[src/hdl/oof_pkg.sv]
// Shared types and constants of the optical flow odometry filter.
package oof_pkg;

  localparam int unsigned POS_W       = 32;
  localparam int unsigned SCALE_NUM_W = 16;
  localparam int unsigned SCALED_W    = 16;

  localparam logic [SCALE_NUM_W-1:0] SCALE_NUM_RESET = 16'd889;

  // Status byte bit positions
  localparam int unsigned STATUS_MOTION_BIT   = 7;
  localparam int unsigned STATUS_OVERFLOW_BIT = 4;

  // Divisor 768 = 256 * 3: shift by 8, then exact divide by 3
  localparam int unsigned SCALE_SHIFT = 8;
  localparam logic [SCALED_W-1:0] INV3_MOD16 = 16'hAAAB;

  // Queue between front and back
  localparam int unsigned QUEUE_DEPTH = 4;
  localparam int unsigned QPTR_W      = 2;

  typedef struct packed {
    logic signed [POS_W-1:0] x;
    logic signed [POS_W-1:0] y;
  } totals_t;

  typedef struct packed {
    logic    valid;
    totals_t totals;
  } totals_beat_t;

  typedef struct packed {
    logic                   valid;
    logic signed [SCALED_W-1:0] x;
    logic signed [SCALED_W-1:0] y;
  } scaled_beat_t;

endpackage

[src/hdl/oof_queue.sv]
// Short FIFO of position totals between front end and back end.
module oof_queue (
  input  logic                  clk_i,
  input  logic                  rst_ni,
  input  oof_pkg::totals_beat_t push_i,
  input  logic                  pop_i,
  output logic                  full_o,
  output oof_pkg::totals_beat_t head_o
);
  import oof_pkg::*;

  totals_t           mem [QUEUE_DEPTH];
  logic [QPTR_W-1:0] wr_q;
  logic [QPTR_W-1:0] rd_q;
  logic [QPTR_W:0]   count_q;
  logic              do_pop;

  assign full_o        = (count_q == (QPTR_W+1)'(QUEUE_DEPTH));
  assign head_o.valid  = (count_q != '0);
  assign head_o.totals = mem[rd_q];
  assign do_pop        = pop_i && head_o.valid;

  // Storage, no reset needed
  always_ff @(posedge clk_i) begin
    if (push_i.valid) begin
      mem[wr_q] <= push_i.totals;
    end
  end

  // Pointers and fill count
  always_ff @(posedge clk_i or negedge rst_ni) begin
    if (!rst_ni) begin
      wr_q    <= '0;
      rd_q    <= '0;
      count_q <= '0;
    end else begin
      if (push_i.valid) begin
        wr_q <= wr_q + 1'b1;
      end
      if (do_pop) begin
        rd_q <= rd_q + 1'b1;
      end
      count_q <= count_q + (QPTR_W+1)'(push_i.valid) - (QPTR_W+1)'(do_pop);
    end
  end

endmodule

[config.mk]
export PLATFORM = sky130hd
export DESIGN_NAME = oof_queue
export DESIGN_NICKNAME = d
export VERILOG_FILES = /design/src/hdl/oof_pkg.sv /design/src/hdl/oof_queue.sv
export SDC_FILE = /design/constraint.sdc
export NUM_CORES = 1
export LEC_CHECK = 0
export BUFFER_PORTS_ARGS = -buffer_cell sky130_fd_sc_hd__buf_2
export CAP_MARGIN = 20
export CORE_MARGIN = 5
export CORE_UTILIZATION = 51
export DETAILED_ROUTE_END_ITERATION = 8
export GPL_ROUTABILITY_DRIVEN = 0
export HOLD_SLACK_MARGIN = 0.12
export PLACE_DENSITY = 0.86
export SLEW_MARGIN = 20
export SYNTH_ARGS = -nofsm -noshare
export SYNTH_HDL_FRONTEND = slang
export SYNTH_SLANG_ARGS = --single-unit
[constraint.sdc]
create_clock -name clk_i -period 2.5 [get_ports clk_i]
set_clock_uncertainty 0.1 [all_clocks]
set_input_delay 0.25 -clock clk_i [delete_from_list [all_inputs] [get_ports clk_i]]
set_output_delay 0.25 -clock clk_i [all_outputs]
set_load 0.1 [all_outputs]
==> flow_summary.json <==
{
  "status": "finished, final reports clean",
  "ant_nets": 0,
  "via_per_inst": 5.39,
  "crit_type": "reg2out",
  "synth_mux_area_share_pct": 15.0,
  "yosys_register_bits": 263,
  "seqCellArea_sq_um": 7870,
  "yosysTopAreaCell": "edfxtp_1",
  "synth_nets": 444,
  "final-max-slew-violation-count": 0,
  "area_growth_pct": 28.8,
  "multi_input_area_sq_um": 1650,
  "synth-compound-area-share_pct": 0.234,
  "cp_slowest_cell": "mux4_2",
  "clockBufferDepth": 3,
  "insertion_delay_ns": 0.50,
  "wl_per_cell_um": 20.8,
  "setup-tns-final_ns": 0,
  "post-place-ws_ns": 0.353,
  "synth.distinct_cells": 19,
  "drt_pre_antenna_iters": 4,
  "grt_setup_unrepaired": "true",
  "cts_tree": "done",
  "worst_pin_slew_ns": 0.500,
  "setup_violations": 0,
  "period_share_pct": 97.5,
  "boundaryPins": 134,
  "syn_inst": 369,
  "worstPathRequired_ns": 2.15,
  "yosys_warnings": 0,
  "antenna_found_initial": 2,
  "dp_hpwl_um": 10700,
  "port-buffer-count": 133,
  "synth.avg_cell_area_sq_um": 26.1,
  "netlist.area_leader.share_pct": 79.8,
  "synth_area_leaders": "edfxtp_1 80%, mux4_2 15%, dfrtp_1 1.8%",
  "grt_pass1_vias": 5132,
  "wirelength_um": 17700,
  "layout.nets": 677,
  "utilization_pct": 66.6,
  "drive_above_1_share_pct": 41.8,
  "yosys.area_share.simple_pct": 0.429,
  "routed-via-count": 4606,
  "drt_iter0_drc": 242,
  "end_kind": "output pin",
  "synth_seq_area_share_pct": 81.6,
  "crit_path_start_kind": "flip-flop",
  "synthXorXnorAreaFrac_pct": 0.455,
  "die_w_um": 147,
  "grt_start_max_net_pins": 38,
  "fin_ws_ns": 0.0632,
  "num_rows": 50,
  "cts.clk_slew.worst_paths_ns": 0.06,
  "initial_core_util_pct": 51.7,
  "die_y_um": 147,
  "slew_headroom_pct": 66.9,
  "grt_pass1_wl_um": 28100,
  "die_area_sq_um": 21700,
  "core-area_sq_um": 18600,
  "fill_cells": 1165,
  "crit_path_cell_trace": "buf_12, mux4_2, clkbuf_4",
  "slowest_delay_ns": 0.55,
  "synth.cell_area_sq_um": 9630,
  "drcViolationCount": 0,
  "min_path_type": "in2reg",
  "synth_top_family_by_area": "multiplexers",
  "drv_cap": 0,
  "finalHoldViolCount": 0,
  "numClockSinks": 263,
  "finalCriticalPeriod_ns": 2.44,
  "crit_arrival_ns": 2.09,
  "grt_overflow_total": 0,
  "synthAdderAreaFrac_pct": 0.987,
  "max_freq_mhz": 410,
  "htreeDepth": 1,
  "cts-root-buf": "clkbuf_16",
  "cts_buffers": 26,
  "grt_util_all_layers_pct": 16.5,
  "path_max_fanout": 26
}
==> flip-flops by register name, indices dropped and copies added (netlist names) <==
| signal | count |
|---|---|
| rd_q | 2 |
| wr_q | 2 |
| count_q | 3 |
| mem | 256 |
==> logic make-up after synthesis <==
family | Yosys count
buf+inv | 20
compound gates | 3
xor+xnor | 5
fa+ha+maj | 7
flops | 263
simple gates | 7
mux | 64
==> Yosys cell counts <==
| library cell | instances |
|---|---|
| buf_4 | 2 |
| and3_1 | 1 |
| and2_1 | 4 |
| edfxtp_1 | 256 |
| xor2_1 | 2 |
| buf_2 | 6 |
| or3_1 | 1 |
| dfrtp_1 | 7 |
| nand2_1 | 1 |
| inv_1 | 6 |
| clkbuf_1 | 1 |
| o311ai_0 | 1 |
| o21ai_0 | 1 |
| mux4_2 | 64 |
| fa_1 | 1 |
| ha_1 | 6 |
| buf_6 | 5 |
| xnor2_1 | 3 |
| o31a_1 | 1 |
==> stage by stage <==
step / instance area [sq um] / hold slack [ns] / cells
after floorplan: 9640 / -0.146 / 369
after global placement: 10800 / 0.000324 / 735
after detailed placement: 10800 / 0.00705 / 735
after CTS: 12300 / 0.366 / 848
after global routing: 12400 / 0.374 / 854
final: 12400 / 0.390 / 854
==> layer usage <==
| layer | track usage [%] | vias to the layer above | share of wire, % |
|---|---|---|---|
| li1 | - | 2042 | - |
| met1 | 21.2 | 2381 | 40 |
| met2 | 28.9 | 146 | 53 |
| met3 | 3.28 | 35 | 5.1 |
| met4 | 4.80 | 2 | 2.0 |
| met5 | 0 | - | 0.039 |
==> placed cells by master, fill, tap and decap left out, drive strengths merged, types with 2 or more instances in the layout <==
cell type / instances
and2: 4
buf: 122
edfxtp: 256
xor2: 2
ha: 6
inv: 6
clkbuf: 58
dfrtp: 7
xnor2: 3
dlygate4sd3: 68
clkinv: 14
bufinv: 2
mux4: 64
==> path summary, 6_finish.rpt <==
| check | to | slack, ns | cells after the start | startpoint |
|---|---|---|---|---|
| max | head_o[4] | 0.06 | 3 | rd_q[0] |
| min in group asynchronous | count_q[0] | 0.62 | 3 | rst_ni |
| min reg2reg | wr_q[0] | 0.44 | 1 | wr_q[0] |
| max reg2reg | count_q[2] | 0.34 | 7 | count_q[1] |
| min | mem[0][18] | 0.39 | 2 | push_i[18] |
| max in group asynchronous | rd_q[0] | 1.37 | 3 | rst_ni |
==> worst max-delay path: cells and delay by family (launching register included) <==
kind | cells | cell delay [ns]
buffers and inverters | 2 | 0.53
DFF | 1 | 0.47
muxes | 1 | 0.55
==> timing repair <==
item                                    4_1_cts  5_1_grt
hold buffers                                 68        0
hold endpoints to repair                    268        0
resized for setup                             1       55
endpoints found under the setup margin        1       49
pin swaps                                     0        0
setup buffers                                 0        5
==> area by class of cell <==
class	count	share of cell area, %
Multi-Input combinational cell	86	13.3
Inverter	6	0.181
Timing Repair Buffer	219	14.2
Clock buffer	29	5.51
Sequential cell	263	63.4
Clock inverter	16	0.998
Antenna cell	1	0.0202
Tap cell	234	2.36
Power is left out: the tool's default activity adds up to more than one toggle a clock period on the data nets, which glitch-free logic cannot reach.
