[src/hdl/oof_pkg.sv]
// Shared types and constants of the optical flow odometry filter.
package oof_pkg;

  localparam int unsigned POS_W       = 32;
  localparam int unsigned SCALE_NUM_W = 16;
  localparam int unsigned SCALED_W    = 16;

  localparam logic [SCALE_NUM_W-1:0] SCALE_NUM_RESET = 16'd889;

  // Status byte bit positions
  localparam int unsigned STATUS_MOTION_BIT   = 7;
  localparam int unsigned STATUS_OVERFLOW_BIT = 4;

  // Divisor 768 = 256 * 3: shift by 8, then exact divide by 3
  localparam int unsigned SCALE_SHIFT = 8;
  localparam logic [SCALED_W-1:0] INV3_MOD16 = 16'hAAAB;

  // Queue between front and back
  localparam int unsigned QUEUE_DEPTH = 4;
  localparam int unsigned QPTR_W      = 2;

  typedef struct packed {
    logic signed [POS_W-1:0] x;
    logic signed [POS_W-1:0] y;
  } totals_t;

  typedef struct packed {
    logic    valid;
    totals_t totals;
  } totals_beat_t;

  typedef struct packed {
    logic                   valid;
    logic signed [SCALED_W-1:0] x;
    logic signed [SCALED_W-1:0] y;
  } scaled_beat_t;

endpackage

[src/hdl/oof_scale.sv]
// Back end, first half: scales totals to millimetres (x * num / 768).
module oof_scale (
  input  logic                               clk_i,
  input  logic                               rst_ni,
  input  logic                               en_i,
  input  oof_pkg::totals_beat_t              head_i,
  input  logic [oof_pkg::SCALE_NUM_W-1:0]    num_i,
  output oof_pkg::scaled_beat_t              res_o
);
  import oof_pkg::*;

  localparam int unsigned PROD_W = POS_W + SCALE_NUM_W + 1;
  localparam int unsigned QIN_W  = PROD_W - 2 - SCALE_SHIFT;

  // Remainder by 3 via base-4 digit sums (4 = 1 mod 3)
  function automatic logic [1:0] mod3(input logic [QIN_W-1:0] v);
    logic [39:0] w;
    logic [3:0]  grp [4];
    logic [5:0]  s;
    logic [3:0]  t;
    logic [2:0]  u;
    w = 40'(v);
    for (int g = 0; g < 4; g++) begin
      grp[g] = '0;
      for (int d = 0; d < 5; d++) begin
        grp[g] = grp[g] + 4'(w[2*(g*5+d) +: 2]);
      end
    end
    s = 6'(grp[0]) + 6'(grp[1]) + 6'(grp[2]) + 6'(grp[3]);
    t = 4'(s[1:0]) + 4'(s[3:2]) + 4'(s[5:4]);
    u = 3'(t[1:0]) + 3'(t[3:2]);
    return (u >= 3'd3) ? 2'(u - 3'd3) : u[1:0];
  endfunction

  logic signed [POS_W-1:0]  tot [2];
  logic signed [PROD_W-1:0] prod_q [2];
  logic [PROD_W-1:0]        mag [2];
  logic [QIN_W-1:0]         quo_in_q [2];
  logic                     neg2_q [2];
  logic [SCALED_W-1:0]      low_q [2];
  logic                     neg3_q [2];
  logic [SCALED_W-1:0]      q_abs [2];
  logic [SCALED_W-1:0]      scaled_q [2];
  logic                     v1_q, v2_q, v3_q, v4_q;

  assign tot[0] = head_i.totals.x;
  assign tot[1] = head_i.totals.y;

  always_comb begin
    for (int k = 0; k < 2; k++) begin
      mag[k]   = prod_q[k][PROD_W-1] ? PROD_W'(-prod_q[k]) : PROD_W'(prod_q[k]);
      q_abs[k] = SCALED_W'(low_q[k] * INV3_MOD16);
    end
  end

  // Datapath stages, all advancing together
  always_ff @(posedge clk_i) begin
    if (en_i) begin
      for (int k = 0; k < 2; k++) begin
        // multiply by unsigned numerator
        prod_q[k]   <= PROD_W'(tot[k]) * $signed(PROD_W'({1'b0, num_i}));
        // magnitude, divide by 256
        quo_in_q[k] <= mag[k][SCALE_SHIFT +: QIN_W];
        neg2_q[k]   <= prod_q[k][PROD_W-1];
        // exact divide by 3, low bits only
        low_q[k]    <= quo_in_q[k][SCALED_W-1:0] - SCALED_W'(mod3(quo_in_q[k]));
        neg3_q[k]   <= neg2_q[k];
        // restore sign, wrap to 16 bits
        scaled_q[k] <= neg3_q[k] ? -q_abs[k] : q_abs[k];
      end
    end
  end

  always_ff @(posedge clk_i or negedge rst_ni) begin
    if (!rst_ni) begin
      v1_q <= 1'b0;
      v2_q <= 1'b0;
      v3_q <= 1'b0;
      v4_q <= 1'b0;
    end else if (en_i) begin
      v1_q <= head_i.valid;
      v2_q <= v1_q;
      v3_q <= v2_q;
      v4_q <= v3_q;
    end
  end

  assign res_o.valid = v4_q;
  assign res_o.x     = $signed(scaled_q[0]);
  assign res_o.y     = $signed(scaled_q[1]);

endmodule

[config.mk]
export PLATFORM = sky130hd
export DESIGN_NAME = oof_scale
export DESIGN_NICKNAME = d
export VERILOG_FILES = /design/src/hdl/oof_pkg.sv /design/src/hdl/oof_scale.sv
export SDC_FILE = /design/constraint.sdc
export NUM_CORES = 2
export LEC_CHECK = 0
export ABC_AREA = 1
export CAP_MARGIN = 0
export CORE_AREA = 2 2 323 325
export CTS_CLUSTER_SIZE = 20
export DETAILED_ROUTE_END_ITERATION = 8
export DIE_AREA = 0 0 325 327
export DONT_BUFFER_PORTS = 1
export GPL_TIMING_DRIVEN = 1
export PLACE_DENSITY = 0.74
export SLEW_MARGIN = 20
export SYNTH_ARGS = -nofsm -noshare
export SYNTH_HDL_FRONTEND = slang
export SYNTH_SLANG_ARGS = --single-unit
[constraint.sdc]
create_clock -name clk_i -period 7.6 [get_ports clk_i]
set_clock_uncertainty 0.15 [all_clocks]
set_input_delay 1.14 -clock clk_i [delete_from_list [all_inputs] [get_ports clk_i]]
set_output_delay 1.14 -clock clk_i [all_outputs]
set_load 0.01 [all_outputs]
==> impl_metrics.py <==
metrics = {
    "setup_path": {
        "ff2ff_path_depth": 35,
        "cpMaxStageDelayCell": "fa_1",
        "required_ns": 7.78,
        "cpMostUsedCell": "fa_1",
        "start_kind": "flop",
        "critPathMaxFanout": 3,
        "max_stage_delay_ns": 0.57,
        "worstPathArrival_ns": 8.43,
        "end_kind": "flop",
        "worstSetupPathType": "reg -> reg",
    },
    "route": {
        "ant_nets": 0,
        "wl_per_cell_um": 17.11,
        "drt_iter0_drc": 3261,
        "route.detailed.drc": 0,
        "wirelength_um": 137000,
        "vias": 41690,
        "via_per_inst": 5.208,
        "first_pass_iters": 6,
    },
    "cts": {
        "cts_tree": "yes",
        "insertion_delay_ns": 0.57,
        "cts.sink_count": 246,
        "cts_max_level": 1,
        "clockRootBuffer": "clkbuf_16",
        "cts_buffer_depth": 3,
        "clkTransAtPathRegs_ns": 0.06,
        "cts_made_buffers": 27,
        "cts_hold_buf": 0,
    },
    "sta": {
        "hold_viol": 0,
        "post-route-min-period_ns": 8.242,
        "maxSlewViolCount": 0,
        "timing.final.crit_share_pct": 108.5,
        "setup_viol": 30,
        "fmax_mhz": 121.3,
        "tightest_slew_ns": 0.9700,
        "setup_slack_ns": -0.6424,
        "relSlewSlack_pct": 35.33,
        "rsz0062_at_grt": "yes",
    },
    "placement": {
        "post-place-ws_ns": -0.9752,
        "routabilityCongestion": 0.9377,
        "portBuffers": 0,
        "hpwlAfterDp_um": 109200,
    },
    "min_path": {
        "hold_class": "in -> async",
    },
    "status": {
        "violations": "negative setup slack",
        "status": "finished, violations left",
    },
    "yosys": {
        "yosys.area.top_type": "fa_1",
        "synth.yosys.warnings": 0,
        "yosysMostFrequentCell": "inv_1",
        "synth_seq_cells": 246,
        "yosys-top-cells-area": "fa_1 40%, inv_1 13%, edfxtp_1 13%",
        "synth_edf_count": 242,
        "synth_top_cell_area_share_pct": 39.88,
        "ys_async_sr_fraction_pct": 1.626,
        "synth-main-ff-cell": "edfxtp_1",
        "synth_fp_nets": 8362,
        "synthCells": 6762,
        "synth_common_cells": "1,990 x inv_1, 1,559 x nand2_1, 1,116 x fa_1",
        "yosysUniqueCellTypes": 49,
        "syn-mean-instance-area_um2": 8.285,
        "ys_seq_area_share_pct": 13.15,
        "syn_area_um2": 56030,
    },
    "floorplanning": {
        "core_um2": 102900,
        "start_util_pct": 54.44,
        "die_area_um2": 106300,
        "ios": 117,
        "die_x_um": 325,
        "die_height_um": 327,
        "rows": 118,
    },
    "global_route": {
        "grt_max_degree": 251,
        "grt.total_usage_pct": 26.44,
        "antenna_found_initial": 0,
        "grt_pass1_vias": 44280,
        "grt-ovfl-total": 0,
        "grt_pass1_wl_um": 226800,
    },
    "flow_run": {
        "maxCapViolCount": 0,
    },
    "final_layout": {
        "fin_nets": 8209,
        "fillCellCount": 9221,
        "syn2layout_area_growth_pct": 4.529,
        "n_antenna_cell": 0,
        "drive_gt1_share_pct": 3.350,
    },
}
[final cells by class]
type	count	area [µm²]	share of cell area, %
repair buffers	73	585.6	0.9999
flip-flops and latches	246	7367	12.58
clock buffers	32	694.4	1.186
inverters	1992	7480	12.77
clock inverters	14	162.7	0.2777
multi-input cells	4269	40550	69.24
well taps	1380	1727	2.948
[worst paths after layout]
path / start / end / slack, ns
worst min register to register: neg2_q[0][1] / neg3_q[0][1] / 0.28
worst max-delay path: quo_in_q[0][52] / low_q[0][31] / -0.64
worst min-delay path: rst_ni / v4_q / 0.10
max in group asynchronous: rst_ni / v2_q / 7.13
worst max register to register: quo_in_q[0][52] / low_q[0][31] / -0.64
min in group clk_i: neg2_q[0][1] / neg3_q[0][1] / 0.28
[layer usage]
metal | part of all wire (%) | global-route usage, % | vias to the layer above
met1 | 43 | 37.29 | 20680
met5 | 0 | 0 | -
li1 | - | - | 19170
met3 | 8.6 | 4.227 | 192
met4 | 2.0 | 5.777 | 0
met2 | 46 | 43.37 | 1654
[sequential cells by signal, summed over array words and instances (netlist names)]
register,cells
prod_q,96
quo_in_q,78
low_q,32
neg2_q,2
v2_q,1
neg3_q,2
v4_q,1
v1_q,1
scaled_q,32
v3_q,1
[logic make-up (layout without fill, tap and decap cells)]
kind of cell / Yosys count / after routing / synth area share [%]
flip-flops: 246 / 246 / 13.15
buffers and inverters: 2247 / 2111 / 15.06
XOR/XNOR: 256 / 256 / 4.002
adder cells (fa/ha/maj): 1516 / 1516 / 48.81
AND/OR/NAND/NOR: 2164 / 2164 / 15.57
AO/OA/AOI/OAI: 333 / 333 / 3.403
[cell usage in the layout (no fill, tap or decap), drive strengths merged, types with 45 or more instances in the layout]
cell / instances
o21ai: 105
inv: 1994
a21oi: 149
edfxtp: 242
xor2: 162
nand2: 1572
nand3: 135
buf: 73
fa: 1116
ha: 400
xnor2: 94
nor2: 322
nor3: 45
[what timing repair did]
action,CTS,global route
buffers inserted,12,11
gates resized for setup,19,42
setup endpoints to repair,30,32
pin swaps,45,24
[worst max-delay path: cells and delay by family, from the launching register on]
family | cells | cell delay (ns)
flip-flops | 1 | 0.42
adder cells (fa/ha/maj) | 14 | 5.25
buffers and inverters | 7 | 0.52
XOR/XNOR | 2 | 0.28
AND/OR/NAND/NOR | 9 | 0.89
AO/OA/AOI/OAI | 3 | 0.52
[stage by stage]
stage	util (%)	setup TNS (ns)	instances	hold WS, ns	instance area (µm²)
3_3_place_gp	55.76	-10.20	7947	0.2545	57380
6_report	56.91	-11.10	8006	0.1043	58560
4_1_cts	56.72	-11.98	8000	0.07230	58370
2_1_floorplan	-	-4.772	6762	0.2503	56170
3_5_place_dp	55.76	-16.16	7947	0.2677	57380
5_1_grt	56.91	-21.04	8006	0.08072	58560
Power is left out: the tool's default activity adds up to more than one toggle a clock period on the data nets, which glitch-free logic cannot reach.
