===== config.mk =====
export PLATFORM = sky130hd
export DESIGN_NAME = oof_window_flat
export DESIGN_NICKNAME = d
export VERILOG_FILES = /design/src/hdl/oof_pkg.sv /design/src/hdl/oof_out_if.sv /design/src/hdl/oof_window.sv /design/src/flat_wrapper.sv
export SDC_FILE = /design/constraint.sdc
export NUM_CORES = 2
export LEC_CHECK = 0
export CAP_MARGIN = 20
export CELL_PAD_IN_SITES_DETAIL_PLACEMENT = 1
export CELL_PAD_IN_SITES_GLOBAL_PLACEMENT = 2
export CORE_MARGIN = 3
export CORE_UTILIZATION = 47
export CTS_CLUSTER_SIZE = 20
export DETAILED_ROUTE_END_ITERATION = 6
export DONT_BUFFER_PORTS = 1
export HOLD_SLACK_MARGIN = 0.15
export PLACE_DENSITY_LB_ADDON = 0.12
export SLEW_MARGIN = 5
export SYNTH_ARGS = -nofsm -noshare
export SYNTH_HDL_FRONTEND = slang
export SYNTH_SLANG_ARGS = --single-unit

===== constraint.sdc =====
create_clock -name clk_i -period 10.5 [get_ports clk_i]
set_input_delay 0.525 -clock clk_i [delete_from_list [all_inputs] [get_ports clk_i]]
set_output_delay 0.525 -clock clk_i [all_outputs]
set_load 0.05 [all_outputs]

===== src/hdl/oof_pkg.sv =====
// Shared types and constants of the optical flow odometry filter.
package oof_pkg;

  localparam int unsigned POS_W       = 32;
  localparam int unsigned SCALE_NUM_W = 16;
  localparam int unsigned SCALED_W    = 16;

  localparam logic [SCALE_NUM_W-1:0] SCALE_NUM_RESET = 16'd889;

  // Status byte bit positions
  localparam int unsigned STATUS_MOTION_BIT   = 7;
  localparam int unsigned STATUS_OVERFLOW_BIT = 4;

  // Divisor 768 = 256 * 3: shift by 8, then exact divide by 3
  localparam int unsigned SCALE_SHIFT = 8;
  localparam logic [SCALED_W-1:0] INV3_MOD16 = 16'hAAAB;

  // Queue between front and back
  localparam int unsigned QUEUE_DEPTH = 4;
  localparam int unsigned QPTR_W      = 2;

  typedef struct packed {
    logic signed [POS_W-1:0] x;
    logic signed [POS_W-1:0] y;
  } totals_t;

  typedef struct packed {
    logic    valid;
    totals_t totals;
  } totals_beat_t;

  typedef struct packed {
    logic                   valid;
    logic signed [SCALED_W-1:0] x;
    logic signed [SCALED_W-1:0] y;
  } scaled_beat_t;

endpackage


===== src/hdl/oof_out_if.sv =====
// Output channel: one filtered position per transfer.
interface oof_out_if;
  logic               valid;
  logic               ready;
  logic signed [15:0] filtered_x;
  logic signed [15:0] filtered_y;

  modport source (output valid, filtered_x, filtered_y, input ready);
  modport sink   (input valid, filtered_x, filtered_y, output ready);
endinterface


===== src/hdl/oof_window.sv =====
// Back end, second half: moving window sums, average and output register.
module oof_window #(
  parameter int unsigned WINDOW_LENGTH = 20
) (
  input  logic                  clk_i,
  input  logic                  rst_ni,
  input  oof_pkg::scaled_beat_t in_i,
  output logic                  en_o,
  oof_out_if.source             out_o
);
  import oof_pkg::*;

  localparam int unsigned L      = $clog2(WINDOW_LENGTH);
  localparam int unsigned PTR_W  = (WINDOW_LENGTH > 1) ? L : 1;
  localparam int unsigned MAG_W  = SCALED_W + L;
  localparam int unsigned SUM_W  = MAG_W + 1;
  localparam int unsigned SH     = SCALED_W + 2 * L;
  localparam int unsigned RCP_W  = SCALED_W + 1 + L;
  localparam int unsigned MUL_W  = MAG_W + RCP_W;
  localparam longint unsigned RCP_FULL =
    ((64'd1 << SH) + 64'(WINDOW_LENGTH) - 64'd1) / 64'(WINDOW_LENGTH);
  localparam logic [RCP_W-1:0] RCP = RCP_W'(RCP_FULL);

  logic signed [SCALED_W-1:0] win_x_q [WINDOW_LENGTH];
  logic signed [SCALED_W-1:0] win_y_q [WINDOW_LENGTH];
  logic [PTR_W-1:0]           ptr_q;
  logic signed [SUM_W-1:0]    sum_x_q, sum_y_q;
  logic                       v1_q, v2_q, v3_q, out_valid_q;
  logic [MAG_W-1:0]           mag_x_q, mag_y_q;
  logic                       neg_x2_q, neg_y2_q, neg_x3_q, neg_y3_q;
  logic [MUL_W-1:0]           mul_x_q, mul_y_q;
  logic [SCALED_W-1:0]        q_x, q_y;
  logic signed [SCALED_W-1:0] out_x_q, out_y_q;
  logic                       take;

  // Whole back end moves when the output register is free or being drained
  assign en_o = !out_valid_q || out_o.ready;
  assign take = en_o && in_i.valid;

  // Window update: replace oldest entry, adjust running sums
  always_ff @(posedge clk_i or negedge rst_ni) begin
    if (!rst_ni) begin
      for (int i = 0; i < WINDOW_LENGTH; i++) begin
        win_x_q[i] <= '0;
        win_y_q[i] <= '0;
      end
      ptr_q   <= '0;
      sum_x_q <= '0;
      sum_y_q <= '0;
    end else if (take) begin
      win_x_q[ptr_q] <= in_i.x;
      win_y_q[ptr_q] <= in_i.y;
      sum_x_q <= sum_x_q + SUM_W'(in_i.x) - SUM_W'(win_x_q[ptr_q]);
      sum_y_q <= sum_y_q + SUM_W'(in_i.y) - SUM_W'(win_y_q[ptr_q]);
      ptr_q   <= (ptr_q == PTR_W'(WINDOW_LENGTH - 1)) ? '0 : ptr_q + 1'b1;
    end
  end

  assign q_x = mul_x_q[SH +: SCALED_W];
  assign q_y = mul_y_q[SH +: SCALED_W];

  // Average: magnitude, reciprocal multiply, shift and sign
  always_ff @(posedge clk_i) begin
    if (en_o) begin
      neg_x2_q <= sum_x_q[SUM_W-1];
      neg_y2_q <= sum_y_q[SUM_W-1];
      mag_x_q  <= sum_x_q[SUM_W-1] ? MAG_W'(-sum_x_q) : MAG_W'(sum_x_q);
      mag_y_q  <= sum_y_q[SUM_W-1] ? MAG_W'(-sum_y_q) : MAG_W'(sum_y_q);
      neg_x3_q <= neg_x2_q;
      neg_y3_q <= neg_y2_q;
      mul_x_q  <= MUL_W'(mag_x_q) * MUL_W'(RCP);
      mul_y_q  <= MUL_W'(mag_y_q) * MUL_W'(RCP);
      out_x_q  <= neg_x3_q ? $signed(-q_x) : $signed(q_x);
      out_y_q  <= neg_y3_q ? $signed(-q_y) : $signed(q_y);
    end
  end

  always_ff @(posedge clk_i or negedge rst_ni) begin
    if (!rst_ni) begin
      v1_q        <= 1'b0;
      v2_q        <= 1'b0;
      v3_q        <= 1'b0;
      out_valid_q <= 1'b0;
    end else if (en_o) begin
      v1_q        <= in_i.valid;
      v2_q        <= v1_q;
      v3_q        <= v2_q;
      out_valid_q <= v3_q;
    end
  end

  assign out_o.valid      = out_valid_q;
  assign out_o.filtered_x = out_x_q;
  assign out_o.filtered_y = out_y_q;

endmodule


===== src/flat_wrapper.sv =====
// flat-port wrapper written by rule: the top's interface ports become plain ports
module oof_window_flat import oof_pkg::*;
#(
  parameter int unsigned WINDOW_LENGTH = 20
)
  (clk_i, rst_ni, in_i, en_o, out_o_valid, out_o_filtered_x, out_o_filtered_y, out_o_ready);
  oof_out_if out_o_i ();
  input  logic clk_i;
  input  logic rst_ni;
  input  oof_pkg::scaled_beat_t in_i;
  output logic en_o;
  output wire logic [$bits(out_o_i.valid)-1:0] out_o_valid;
  output wire logic [$bits(out_o_i.filtered_x)-1:0] out_o_filtered_x;
  output wire logic [$bits(out_o_i.filtered_y)-1:0] out_o_filtered_y;
  input wire logic [$bits(out_o_i.ready)-1:0] out_o_ready;
  assign out_o_valid = out_o_i.valid;
  assign out_o_filtered_x = out_o_i.filtered_x;
  assign out_o_filtered_y = out_o_i.filtered_y;
  assign out_o_i.ready = out_o_ready;
  oof_window #(.WINDOW_LENGTH(WINDOW_LENGTH)) u_core (.clk_i(clk_i), .rst_ni(rst_ni), .in_i(in_i), .en_o(en_o), .out_o(out_o_i));
endmodule

==> metrics.txt <==
layout overhead on the synthesized area 8.38%; cts bufs inserted 92; Fin Setup TNS 0 ns; filler instances about 12000; port bufs 0; Final setup viols 0; top cells by area, synth dfrtp_1, fa_1, ha_1; DRC 0; DR vias ~35000; actual slew at the worst max-slew pin between 2 and 3 ns; ys async rst share 0.863; NumNets Final about 5600; Synth top cells by count nand2_1, dfrtp_1, o21ai_0, inv_1, ha_1; worst hold slack -0.433 ns; count leader, synth nand2_1; die area ~110000 um^2; gr ovfl total 0; cts hold-fix bufs 2; Crit. End Element flop; CP peak stage delay between 0.6 and 0.7 ns; post-layout minimum cycle time approximately 6.7 ns; Pre-Repair DR Iteration Count 5; MaxCap Viol Count 0; Worst path most repeated cell fa_1; Die Width 338 um; post-cts sizing count 0; multi-input logic area approximately 28000 um^2; via-per-instance ratio about 5.5; top_reg_cell synth dfrtp_1; first-pass GRT wire length about 230 mm; remaining antenna violation count after routing 0; Cells after Synth approximately 4900; Critical Path RT about 11 ns; sequential share of the synthesized area 0.398; vias in the first global route roughly 38000; Die Y around 340 um; status complete, but fails checks; n_diodes 0; layout cells sized above 1 0.0910; TritonCTS clock tree yes; WS Path Type flop to flop; Setup Fix Bufs, Post-CTS 0; clock-pin slew on the worst setup and hold paths 0.06 ns; GRT Total Usage 0.257; Worst Clk Skew roughly 0.025 ns; register area ~21000 um^2; worst path arrival time between 7 and 8 ns; WL/cell roughly 23 um; clk root buf clkbuf_16; CP max stage cell a2111oi_0; I/O pin count 70; period utilization 0.640; GPL Wtd Cong between 0.8 and 0.9; Hold/Removal Path Class input port to asynchronous set/reset pin; drt total wl roughly 140 mm; RSZ-0062 raised after global routing false; Syn. warnings 0; Relative slew margins -0.754; Avg Inst Size Synth 10.6 um^2; Startpoint Class flop; clk_lat worst skew about 0.67 ns; post-detail-place hpwl 101 mm; FMAX roughly 150 MHz; Post-Syn Nets about 5700; failing checks negative hold slack, max-slew violations; Post-Syn Area 51900 um^2; endpoints failing hold between 300 and 400; initial DRC count between 1500 and 2000; Yosys cell types 65; initial cell density of the core 0.475; largest net degree at the start of global routing 694; clk sinks ~800; leading area contributor after synthesis dfrtp_1; CTS H-tree lvls 3; cell breakdown of the critical path ha_1 -> xor2_1 -> ha_1 -> fa_1 -> fa_1 -> fa_1 -> fa_1 -> inv_1 -> fa_1 -> inv_1 -> ha_1 -> nand3_1 -> a2111oi_0 -> nand4_1 -> o22ai_1 -> o41ai_2 -> o21ai_1 -> a21oi_1 -> xnor2_1; core area about 110000 um^2; Synth top area share 0.334; Critical Path Fanout Max 7; initial antenna violation count 2; Site Rows about 120; FF+latch count, synth 803; Slew Viols, Final between 400 and 500; EDFF count, synth between 100 and 150; maximum clock insertion buffer count 3
[area by class of cell]
cell class / count / area share
Clock buffer: 141 / 0.0480
Clock inverter: 25 / 0.00601
Inverter: 574 / 0.0383
Multi-Input combinational cell: 3226 / 0.500
Sequential cell: 803 / 0.367
Tap cell: 1476 / 0.0328
Timing Repair Buffer: 54 / 0.00752
[cells by family (layout without fill, tap and decap cells)]
kind of cell               after synthesis  count (layout)  share of synthesized area
AOI/OAI and AO/OA                     1009            1009                      0.107
and+or+nand+nor                        995             995                     0.0799
buffers and inverters                  846             794                     0.0617
DFF                                    803             803                      0.398
adders and majority gates              772             772                      0.232
muxes                                  268             268                     0.0913
xor gates and xnor gates               182             182                     0.0307
[worst max-delay path, delay by kind of cell (launching register included)]
kind            cells  cell delay [ns]
buf+inv             2             0.10
xor+xnor            2             0.37
simple gates        2             0.28
flops               1             0.52
compound gates      5             1.76
fa+ha+maj           8             3.46
[worst paths after layout]
path                              startpoint             endpoint  slack [ns]  cells after the start
setup / recovery           u_core.mag_y_q[1]   u_core.mul_y_q[39]        3.78                     19
min in group clk_i                  in_i[32]          u_core.v1_q        0.23                      2
max in group asynchronous             rst_ni  u_core.win_y_q[264]        8.87                      0
setup reg to reg           u_core.mag_y_q[1]   u_core.mul_y_q[39]        3.78                     19
hold / removal                        rst_ni  u_core.win_x_q[312]       -0.43                      0
hold reg to reg              u_core.neg_y2_q      u_core.neg_y3_q        0.42                      0
[cells in the final DEF (no fill, tap or decap), types with 12 or more instances in the layout]
| cell | count |
|---|---|
| nand2_1 | 719 |
| xnor2_1 | 115 |
| clkinv_2 | 14 |
| or3_1 | 15 |
| xor2_1 | 67 |
| clkbuf_1 | 28 |
| o22ai_1 | 33 |
| o31ai_1 | 17 |
| dfrtp_1 | 688 |
| nand2b_1 | 15 |
| a21oi_1 | 112 |
| nand4_1 | 22 |
| o21ai_0 | 671 |
| a211oi_1 | 12 |
| o21a_1 | 15 |
| ha_1 | 458 |
| buf_4 | 51 |
| mux2i_1 | 65 |
| fa_1 | 314 |
| clkbuf_8 | 21 |
| edfxtp_1 | 110 |
| nor3_1 | 19 |
| nor2_1 | 83 |
| mux2_2 | 43 |
| nand2_2 | 19 |
| nand3_1 | 22 |
| clkbuf_16 | 92 |
| nor2b_1 | 12 |
| o21ai_1 | 42 |
| a21o_1 | 45 |
| mux4_2 | 160 |
| and2_1 | 24 |
| inv_1 | 574 |
[metrics by stage]
stage | hold WS, ns | std cells | area (um^2) | utilization | worst slack [ns]
2_1_floorplan | 0.229 | 4875 | 51900 | - | 4.41
3_3_place_gp | 0.266 | 6131 | 53200 | 0.487 | 3.86
3_5_place_dp | 0.265 | 6131 | 53200 | 0.487 | 3.75
4_1_cts | -0.485 | 6299 | 56200 | 0.515 | 3.71
5_1_grt | -0.484 | 6299 | 56200 | 0.515 | 3.24
6_report | -0.433 | 6299 | 56200 | 0.515 | 3.78
[flip-flops by register name, summed over array words and instances (netlist names), 5 cells and up]
register and cells:
u_core.win_x_q 320, u_core.win_y_q 320, u_core.sum_x_q 22, u_core.sum_y_q 22, u_core.mag_x_q 21, u_core.mag_y_q 21, u_core.mul_x_q 16, u_core.mul_y_q 16
u_core.out_o.filtered_x 16, u_core.out_o.filtered_y 16, u_core.ptr_q 5
[routing by layer]
layer  GRT usage  wire length [um]
met1       0.348             64900
met2       0.433             69800
met3      0.0352              4760
met4      0.0751              4510
met5           0                17
Power is not shown: default switching activity piles up to over one toggle a cycle in this logic, so the estimate is an artifact.
