### src/hdl/oof_pkg.sv
// Shared types and constants of the optical flow odometry filter.
package oof_pkg;

  localparam int unsigned POS_W       = 32;
  localparam int unsigned SCALE_NUM_W = 16;
  localparam int unsigned SCALED_W    = 16;

  localparam logic [SCALE_NUM_W-1:0] SCALE_NUM_RESET = 16'd889;

  // Status byte bit positions
  localparam int unsigned STATUS_MOTION_BIT   = 7;
  localparam int unsigned STATUS_OVERFLOW_BIT = 4;

  // Divisor 768 = 256 * 3: shift by 8, then exact divide by 3
  localparam int unsigned SCALE_SHIFT = 8;
  localparam logic [SCALED_W-1:0] INV3_MOD16 = 16'hAAAB;

  // Queue between front and back
  localparam int unsigned QUEUE_DEPTH = 4;
  localparam int unsigned QPTR_W      = 2;

  typedef struct packed {
    logic signed [POS_W-1:0] x;
    logic signed [POS_W-1:0] y;
  } totals_t;

  typedef struct packed {
    logic    valid;
    totals_t totals;
  } totals_beat_t;

  typedef struct packed {
    logic                   valid;
    logic signed [SCALED_W-1:0] x;
    logic signed [SCALED_W-1:0] y;
  } scaled_beat_t;

endpackage

### src/hdl/oof_in_if.sv
// Input channel: one motion report per transfer.
interface oof_in_if;
  logic              valid;
  logic              ready;
  logic [7:0]        motion_status;
  logic signed [7:0] delta_x;
  logic signed [7:0] delta_y;

  modport source (output valid, motion_status, delta_x, delta_y, input ready);
  modport sink   (input valid, motion_status, delta_x, delta_y, output ready);
endinterface

### src/hdl/oof_front.sv
// Front end: accepts reports, accumulates position totals, classifies motion.
module oof_front (
  input  logic                 clk_i,
  input  logic                 rst_ni,
  oof_in_if.sink               in_i,
  input  logic                 q_full_i,
  output oof_pkg::totals_beat_t push_o
);
  import oof_pkg::*;

  logic signed [POS_W-1:0] tot_x_q, tot_x_d;
  logic signed [POS_W-1:0] tot_y_q, tot_y_d;
  logic                    accept;
  logic                    motion_ok;

  assign in_i.ready = !q_full_i;
  assign accept     = in_i.valid && in_i.ready;

  // Wrapping totals, sign-extended deltas
  assign tot_x_d = tot_x_q + POS_W'(in_i.delta_x);
  assign tot_y_d = tot_y_q + POS_W'(in_i.delta_y);

  // Motion seen and no overflow: this report updates the window
  assign motion_ok = in_i.motion_status[STATUS_MOTION_BIT] &&
                     !in_i.motion_status[STATUS_OVERFLOW_BIT];

  assign push_o.valid    = accept && motion_ok;
  assign push_o.totals.x = tot_x_d;
  assign push_o.totals.y = tot_y_d;

  always_ff @(posedge clk_i or negedge rst_ni) begin
    if (!rst_ni) begin
      tot_x_q <= '0;
      tot_y_q <= '0;
    end else if (accept) begin
      tot_x_q <= tot_x_d;
      tot_y_q <= tot_y_d;
    end
  end

endmodule

### src/flat_wrapper.sv
// flat-port wrapper written by rule: the top's interface ports become plain ports
module oof_front_flat import oof_pkg::*;
  (clk_i, rst_ni, q_full_i, push_o, in_i_valid, in_i_motion_status, in_i_delta_x, in_i_delta_y, in_i_ready);
  oof_in_if in_i_i ();
  input  logic clk_i;
  input  logic rst_ni;
  input  logic q_full_i;
  output oof_pkg::totals_beat_t push_o;
  input wire logic [$bits(in_i_i.valid)-1:0] in_i_valid;
  input wire logic [$bits(in_i_i.motion_status)-1:0] in_i_motion_status;
  input wire logic [$bits(in_i_i.delta_x)-1:0] in_i_delta_x;
  input wire logic [$bits(in_i_i.delta_y)-1:0] in_i_delta_y;
  output wire logic [$bits(in_i_i.ready)-1:0] in_i_ready;
  assign in_i_i.valid = in_i_valid;
  assign in_i_i.motion_status = in_i_motion_status;
  assign in_i_i.delta_x = in_i_delta_x;
  assign in_i_i.delta_y = in_i_delta_y;
  assign in_i_ready = in_i_i.ready;
  oof_front u_core (.clk_i(clk_i), .rst_ni(rst_ni), .in_i(in_i_i), .q_full_i(q_full_i), .push_o(push_o));
endmodule
### config.mk
export PLATFORM = sky130hd
export DESIGN_NAME = oof_front_flat
export DESIGN_NICKNAME = d
export VERILOG_FILES = /design/src/hdl/oof_pkg.sv /design/src/hdl/oof_in_if.sv /design/src/hdl/oof_front.sv /design/src/flat_wrapper.sv
export SDC_FILE = /design/constraint.sdc
export NUM_CORES = 1
export LEC_CHECK = 0
export BUFFER_PORTS_ARGS = -buffer_cell sky130_fd_sc_hd__clkbuf_2
export CORE_UTILIZATION = 53
export CTS_CLUSTER_DIAMETER = 120
export DETAILED_ROUTE_END_ITERATION = 10
export PLACE_DENSITY = 0.76
export SETUP_SLACK_MARGIN = 0.05
export SLEW_MARGIN = 10
export SYNTH_ARGS = -nofsm -noshare
export SYNTH_HDL_FRONTEND = slang
export SYNTH_SLANG_ARGS = --single-unit
### constraint.sdc
create_clock -name clk_i -period 2.3 [get_ports clk_i]
set_input_delay 0.23 -clock clk_i [delete_from_list [all_inputs] [get_ports clk_i]]
set_output_delay 0.23 -clock clk_i [all_outputs]
set_load 0.01 [all_outputs]
==> results by group, run 1 <==
Synthesis
  – Sequential area share after synthesis: 27.3%
  – Syn Area/Cell: 8.27 um^2
  – Top cell type's share of synthesized area: 27.3%
  – Post-synth cell types: 68
  – Mapped Nets: 800
  – Main synth FF type: dfrtp_1
  – Yosys warns: 0
  – Post-synthesis instance area: 5860 um^2
  – Yosys top cell by area: dfrtp_1
  – Mapped Cells: 708
  – Synth async-reset ratio: 100%
  – #FFs+latches synth: 64
  – Largest cells by area after synthesis: dfrtp_1 (27%), ha_1 (13%), nand2_1 (9.9%)
  – Post-synth top cells: nand2_1 (154), a21oi_1 (67), dfrtp_1 (64)
  – Number of synthesized flops with an enable pin: 0
  – Most numerous cell in the Yosys netlist: nand2_1

CTS
  – Clock sinks: 64
  – H-tree level count: 3
  – Clk buf depth: 2
  – CTS Hold Bufs: 0
  – CTS buffer count: 9
  – CTS Root Cell: clkbuf_8

Place
  – Setup WS pre-CTS: -0.660 ns
  – GPL Wtd Cong: 0.941
  – Post-DP HPWL: 13,900 um
  – Port Buf Inserts: 87

Floorplanning
  – Starting Density: 54.3%
  – Vert. Die Dim: 107 um
  – Ports: 94
  – # rows: 38
  – Die Wd: 107 um

Global routing
  – Total grt overflow: 14
  – GRT Util Overall: 74.2%
  – Largest net degree at the start of global routing: 34

Run status
  – Stop err: [ERROR GRT-0232] Routing congestion too high. Check the congestion heatmap in the GUI.
  – Failed at: 5_1_grt
  – Status: stopped before the end

Timing
  – Worst End Pin Type: primary output
  – Worst Endpoint after GRT Repair: push_o[58]
## routing by layer
metal / global-route usage (%) / overflow
met4: 81.4 / 4
met2: 93.1 / 9
met1: 72.8 / 0
met5: 3.81 / 0
met3: 56.1 / 1
## per-stage QoR
step	utilization, %	cells	area (um^2)	TNS [ns]
after CTS	85.4	1167	9220	-31.50
after floorplan	-	708	6090	-0.473
after detailed placement	75.4	1116	8140	-27.78
after global placement	75.4	1116	8140	-22.45
## timing repair
action,in CTS
setup endpoints to repair,93
gates resized for setup,128
hold endpoints to repair,0
pin swaps,70
setup buffers,44
## cell families after synthesis
logic type | count (synthesis) | share of synthesized area, %
and+or+nand+nor | 258 | 19.1
muxes | 25 | 4.78
adders and majority gates | 64 | 13.9
buffers and inverters | 34 | 2.93
xor gates and xnor gates | 58 | 8.67
AOI/OAI and AO/OA | 205 | 23.3
DFF | 64 | 27.3
==> run 2: changes to the inputs <==
CORE_UTILIZATION = 40   (was 53)
CTS_CLUSTER_DIAMETER = default   (was 120)
PLACE_DENSITY = default   (was 0.76)
PLACE_DENSITY_LB_ADDON = 0.15   (was default)
SETUP_SLACK_MARGIN = default   (was 0.05)
clock period = 3 ns   (was 2.3 ns; I/O delays follow)
==> results by group, run 2 <==
Run status
  – Status: complete, but fails checks (was stopped before the end)
  – Failing checks: negative setup slack

Global routing
  – Initial antenna violation count: 0
  – First-pass GRT wire length: 27,100 um
  – GR Util met3: 4.61%
  – GRT Util Overall: 22.9%
  – Largest net degree at the start of global routing: 28
  – GRT busiest layer: met2
  – Total grt overflow: 0
  – Grt met1 use: 28.7%
  – GR Layer Usage met2: 39.3%
  – Vias in the first global route: 5,673

Drt
  – Vias: 5,796
  – Detailed-route wire length: 17,100 um
  – WL/cell: 15.9 um
  – DRT Pass-1 Iters: 4
  – First DRT Iteration DRCs: 235
  – Vias per Instance: 5.39
  – Drt drc: 0
  – Final ANT Viol Nets: 0

CTS
  – Clock insertion delay at the later pin of the skew report: 0.34 ns
  – CTS tree: built
  – Clk buf depth: 2 (unchanged)
  – Clock sinks: 64 (unchanged)
  – CTS Root Cell: clkbuf_16 (was clkbuf_8)
  – H-tree level count: 3 (unchanged)
  – CTS buffer count: 9 (unchanged)
  – CTS clk-pin slew, worst paths: 0.06 ns

Pwr
  – Leakage Power: 3.90 nW
  – Total power: 10.9 mW
  – PwrDens: 1330 nW/um^2
  – Maximum vdd drop: 598 uV

Timing
  – Fmax: 324 MHz
  – Fin. max-slew vios: 0
  – Count of final setup violators: 7
  – Worst Tran Pin Value: 0.524 ns
  – Fraction of the cycle the final worst path needs: 103%
  – Slew HR: 65.0%
  – Crit path time final: 3.09 ns
  – Worst hold margin: 0.319 ns
  – Setup WS post-layout: -0.0873 ns
  – Final setup skew: 0.00799 ns
  – Fin. Hold Viols: 0
  – RSZ-0062 raised after global routing: true

Critical path
  – CP Capture Type: output port
  – Critical Path RT: 2.70 ns
  – CP bufs+invs: 3
  – RR Endpoint: u_core.tot_x_q[28]
  – Data arrival time of the critical path: 2.79 ns
  – Largest incremental delay on the critical path: 0.40 ns
  – Setup Crit Path Kind: flip-flop to output port
  – R2R Path Start: u_core.tot_x_q[0]
  – FF-to-FF setup slack: 0.23 ns
  – Worst-path cell chain: ha_4 > fa_2 > a21o_1 > a31oi_2 > o21ai_2 > o211ai_2 > buf_4 > buf_6 > a211oi_4 > nor2b_1 > xnor2_1 > buf_2
  – Crit path launch: u_core.tot_y_q[0]
  – Crit path depth: 12
  – CP top delay family: compound AO/OA/AOI/OAI gates
  – CP Launch Type: flip-flop
  – R2r worst-path depth: 12
  – Critical path fanouts, max: 3
  – Slowest CP cell: dfrtp_1
  – Setup crit end: push_o[26]

Synthesis
  – Synth async-reset ratio: 100% (unchanged)
  – Post-synth cell types: 68 (unchanged)
  – Top cell type's share of synthesized area: 27.3% (unchanged)
  – Most numerous cell in the Yosys netlist: nand2_1 (unchanged)
  – Syn Area/Cell: 8.27 um^2 (unchanged)
  – Post-synth top cells: nand2_1 (154), a21oi_1 (67), dfrtp_1 (64) (unchanged)
  – #FFs+latches synth: 64 (unchanged)
  – Yosys top cell by area: dfrtp_1 (unchanged)
  – Post-synthesis instance area: 5860 um^2 (unchanged)
  – Number of synthesized flops with an enable pin: 0 (unchanged)
  – Main synth FF type: dfrtp_1 (unchanged)
  – Largest cells by area after synthesis: dfrtp_1 (27%), ha_1 (13%), nand2_1 (9.9%) (unchanged)
  – Yosys warns: 0 (unchanged)
  – Sequential area share after synthesis: 27.3% (unchanged)
  – Mapped Nets: 800 (unchanged)
  – Mapped Cells: 708 (unchanged)

Place
  – Post-DP HPWL: 12,200 um (was 13,900 um)
  – Port Buf Inserts: 87 (unchanged)
  – Setup WS pre-CTS: -0.0907 ns (was -0.660 ns)
  – GPL Wtd Cong: 0.918 (was 0.941)

Final layout
  – Final Net Count: 983
  – Layout cells sized above 1: 38.5%
  – # fillers: 1,263
  – Regs by FF count: u_core.tot_x_q x32, u_core.tot_y_q x32
  – Commonest non-fill, non-tap cell in the layout: nand2_1
  – Diode count: 0
  – Area grow syn2layout: 40.4%
  – Most frequent cells in the layout: nand2_1 (150), buf_4 (105), clkbuf_2 (65)

Min path
  – Min-delay worst type: input pin to flip-flop

Floorplanning
  – Vert. Die Dim: 123 um (was 107 um)
  – Core Box Area: 14,100 um^2
  – Die area: 15,100 um^2
  – Die Wd: 123 um (was 107 um)
  – Starting Density: 41.6% (was 54.3%)
  – Ports: 94 (unchanged)
  – # rows: 43 (was 38)

Run
  – Max-cap violations: 0
==> run 2: cell counts after synthesis <==
No cell type changed its count.
==> run 2: cell type report <==
type                       instances  area, um^2  area share, %
clock buffer                      12         267           3.24
clock inverter                     3        40.0          0.487
inverter                          11        41.3          0.502
multi-input combinational        610        4790           58.2
sequential                        64        1600           19.5
tap                              180         225           2.74
timing repair buffer             195        1260           15.4
==> run 2: timing repair <==
item | in CTS | in global routing
setup buffers | 21 | 15
pin swaps | 40 | 43
resized for setup | 59 | 94
setup endpoints to repair | 36 | 36
hold endpoints to repair | 20 | 0
hold buffers | 1 | 0
==> run 2: logic make-up after synthesis <==
kind of cell	after synthesis	share of synthesized area, %
AOI/OAI and AO/OA	205	23.3
xor gates and xnor gates	58	8.67
muxes	25	4.78
and+or+nand+nor	258	19.1
DFF	64	27.3
adders and majority gates	64	13.9
buffers and inverters	34	2.93
==> run 2: worst reg2reg max path: cells and delay by family, from the launching register on <==
family,cells,cell delay (ns)
flip-flops,1,0.40
adder cells (fa/ha/maj),2,0.54
AO/OA/AOI/OAI,6,1.12
buffers and inverters,2,0.25
multiplexers,1,0.25
XOR/XNOR,1,0.10
==> run 2: report_power, final <==
part / total (mW) / internal (mW) / switching, mW / leakage (nW)
clock network: 1.09 / 0.703 / 0.387 / 0.154
registers: 1.59 / 1.29 / 0.302 / 0.774
logic: 8.23 / 3.85 / 4.38 / 2.98
==> run 2: routing by layer <==
metal  part of all wire [%]  vias up  wire (um)
li1                       -     2906          -
met1                     46     2746       7780
met2                     49      118       8380
met3                    3.7       26        624
met4                    1.7        0        289
met5                      0        -          0
==> run 2: how the worst min path moves through the flow <==
| stage | start | endpoint | slack, ns | cells after the start |
|---|---|---|---|---|
| after floorplan | rst_ni | u_core.tot_x_q[0] | 0.004 | 0 |
| after global placement | rst_ni | u_core.tot_y_q[5] | 0.30 | 1 |
| after detailed placement | rst_ni | u_core.tot_y_q[5] | 0.31 | 1 |
| after CTS | in_i_delta_y[0] | u_core.tot_y_q[0] | 0.31 | 4 |
| after global routing | q_full_i | u_core.tot_x_q[27] | 0.32 | 4 |
| final | in_i_delta_x[0] | u_core.tot_x_q[0] | 0.32 | 4 |
==> run 2: through the flow <==
stage               util [%]  TNS, ns  instances  area (um^2)
floorplan                  -        0        708         5860
global placement        49.3   -0.116       1026         6950
detailed placement      49.3   -0.266       1026         6950
CTS                     55.1   -0.540       1062         7760
global route            58.4    -1.97       1075         8230
finish                  58.4   -0.299       1075         8230
Note: power is estimated with default switching activity, not from simulation.
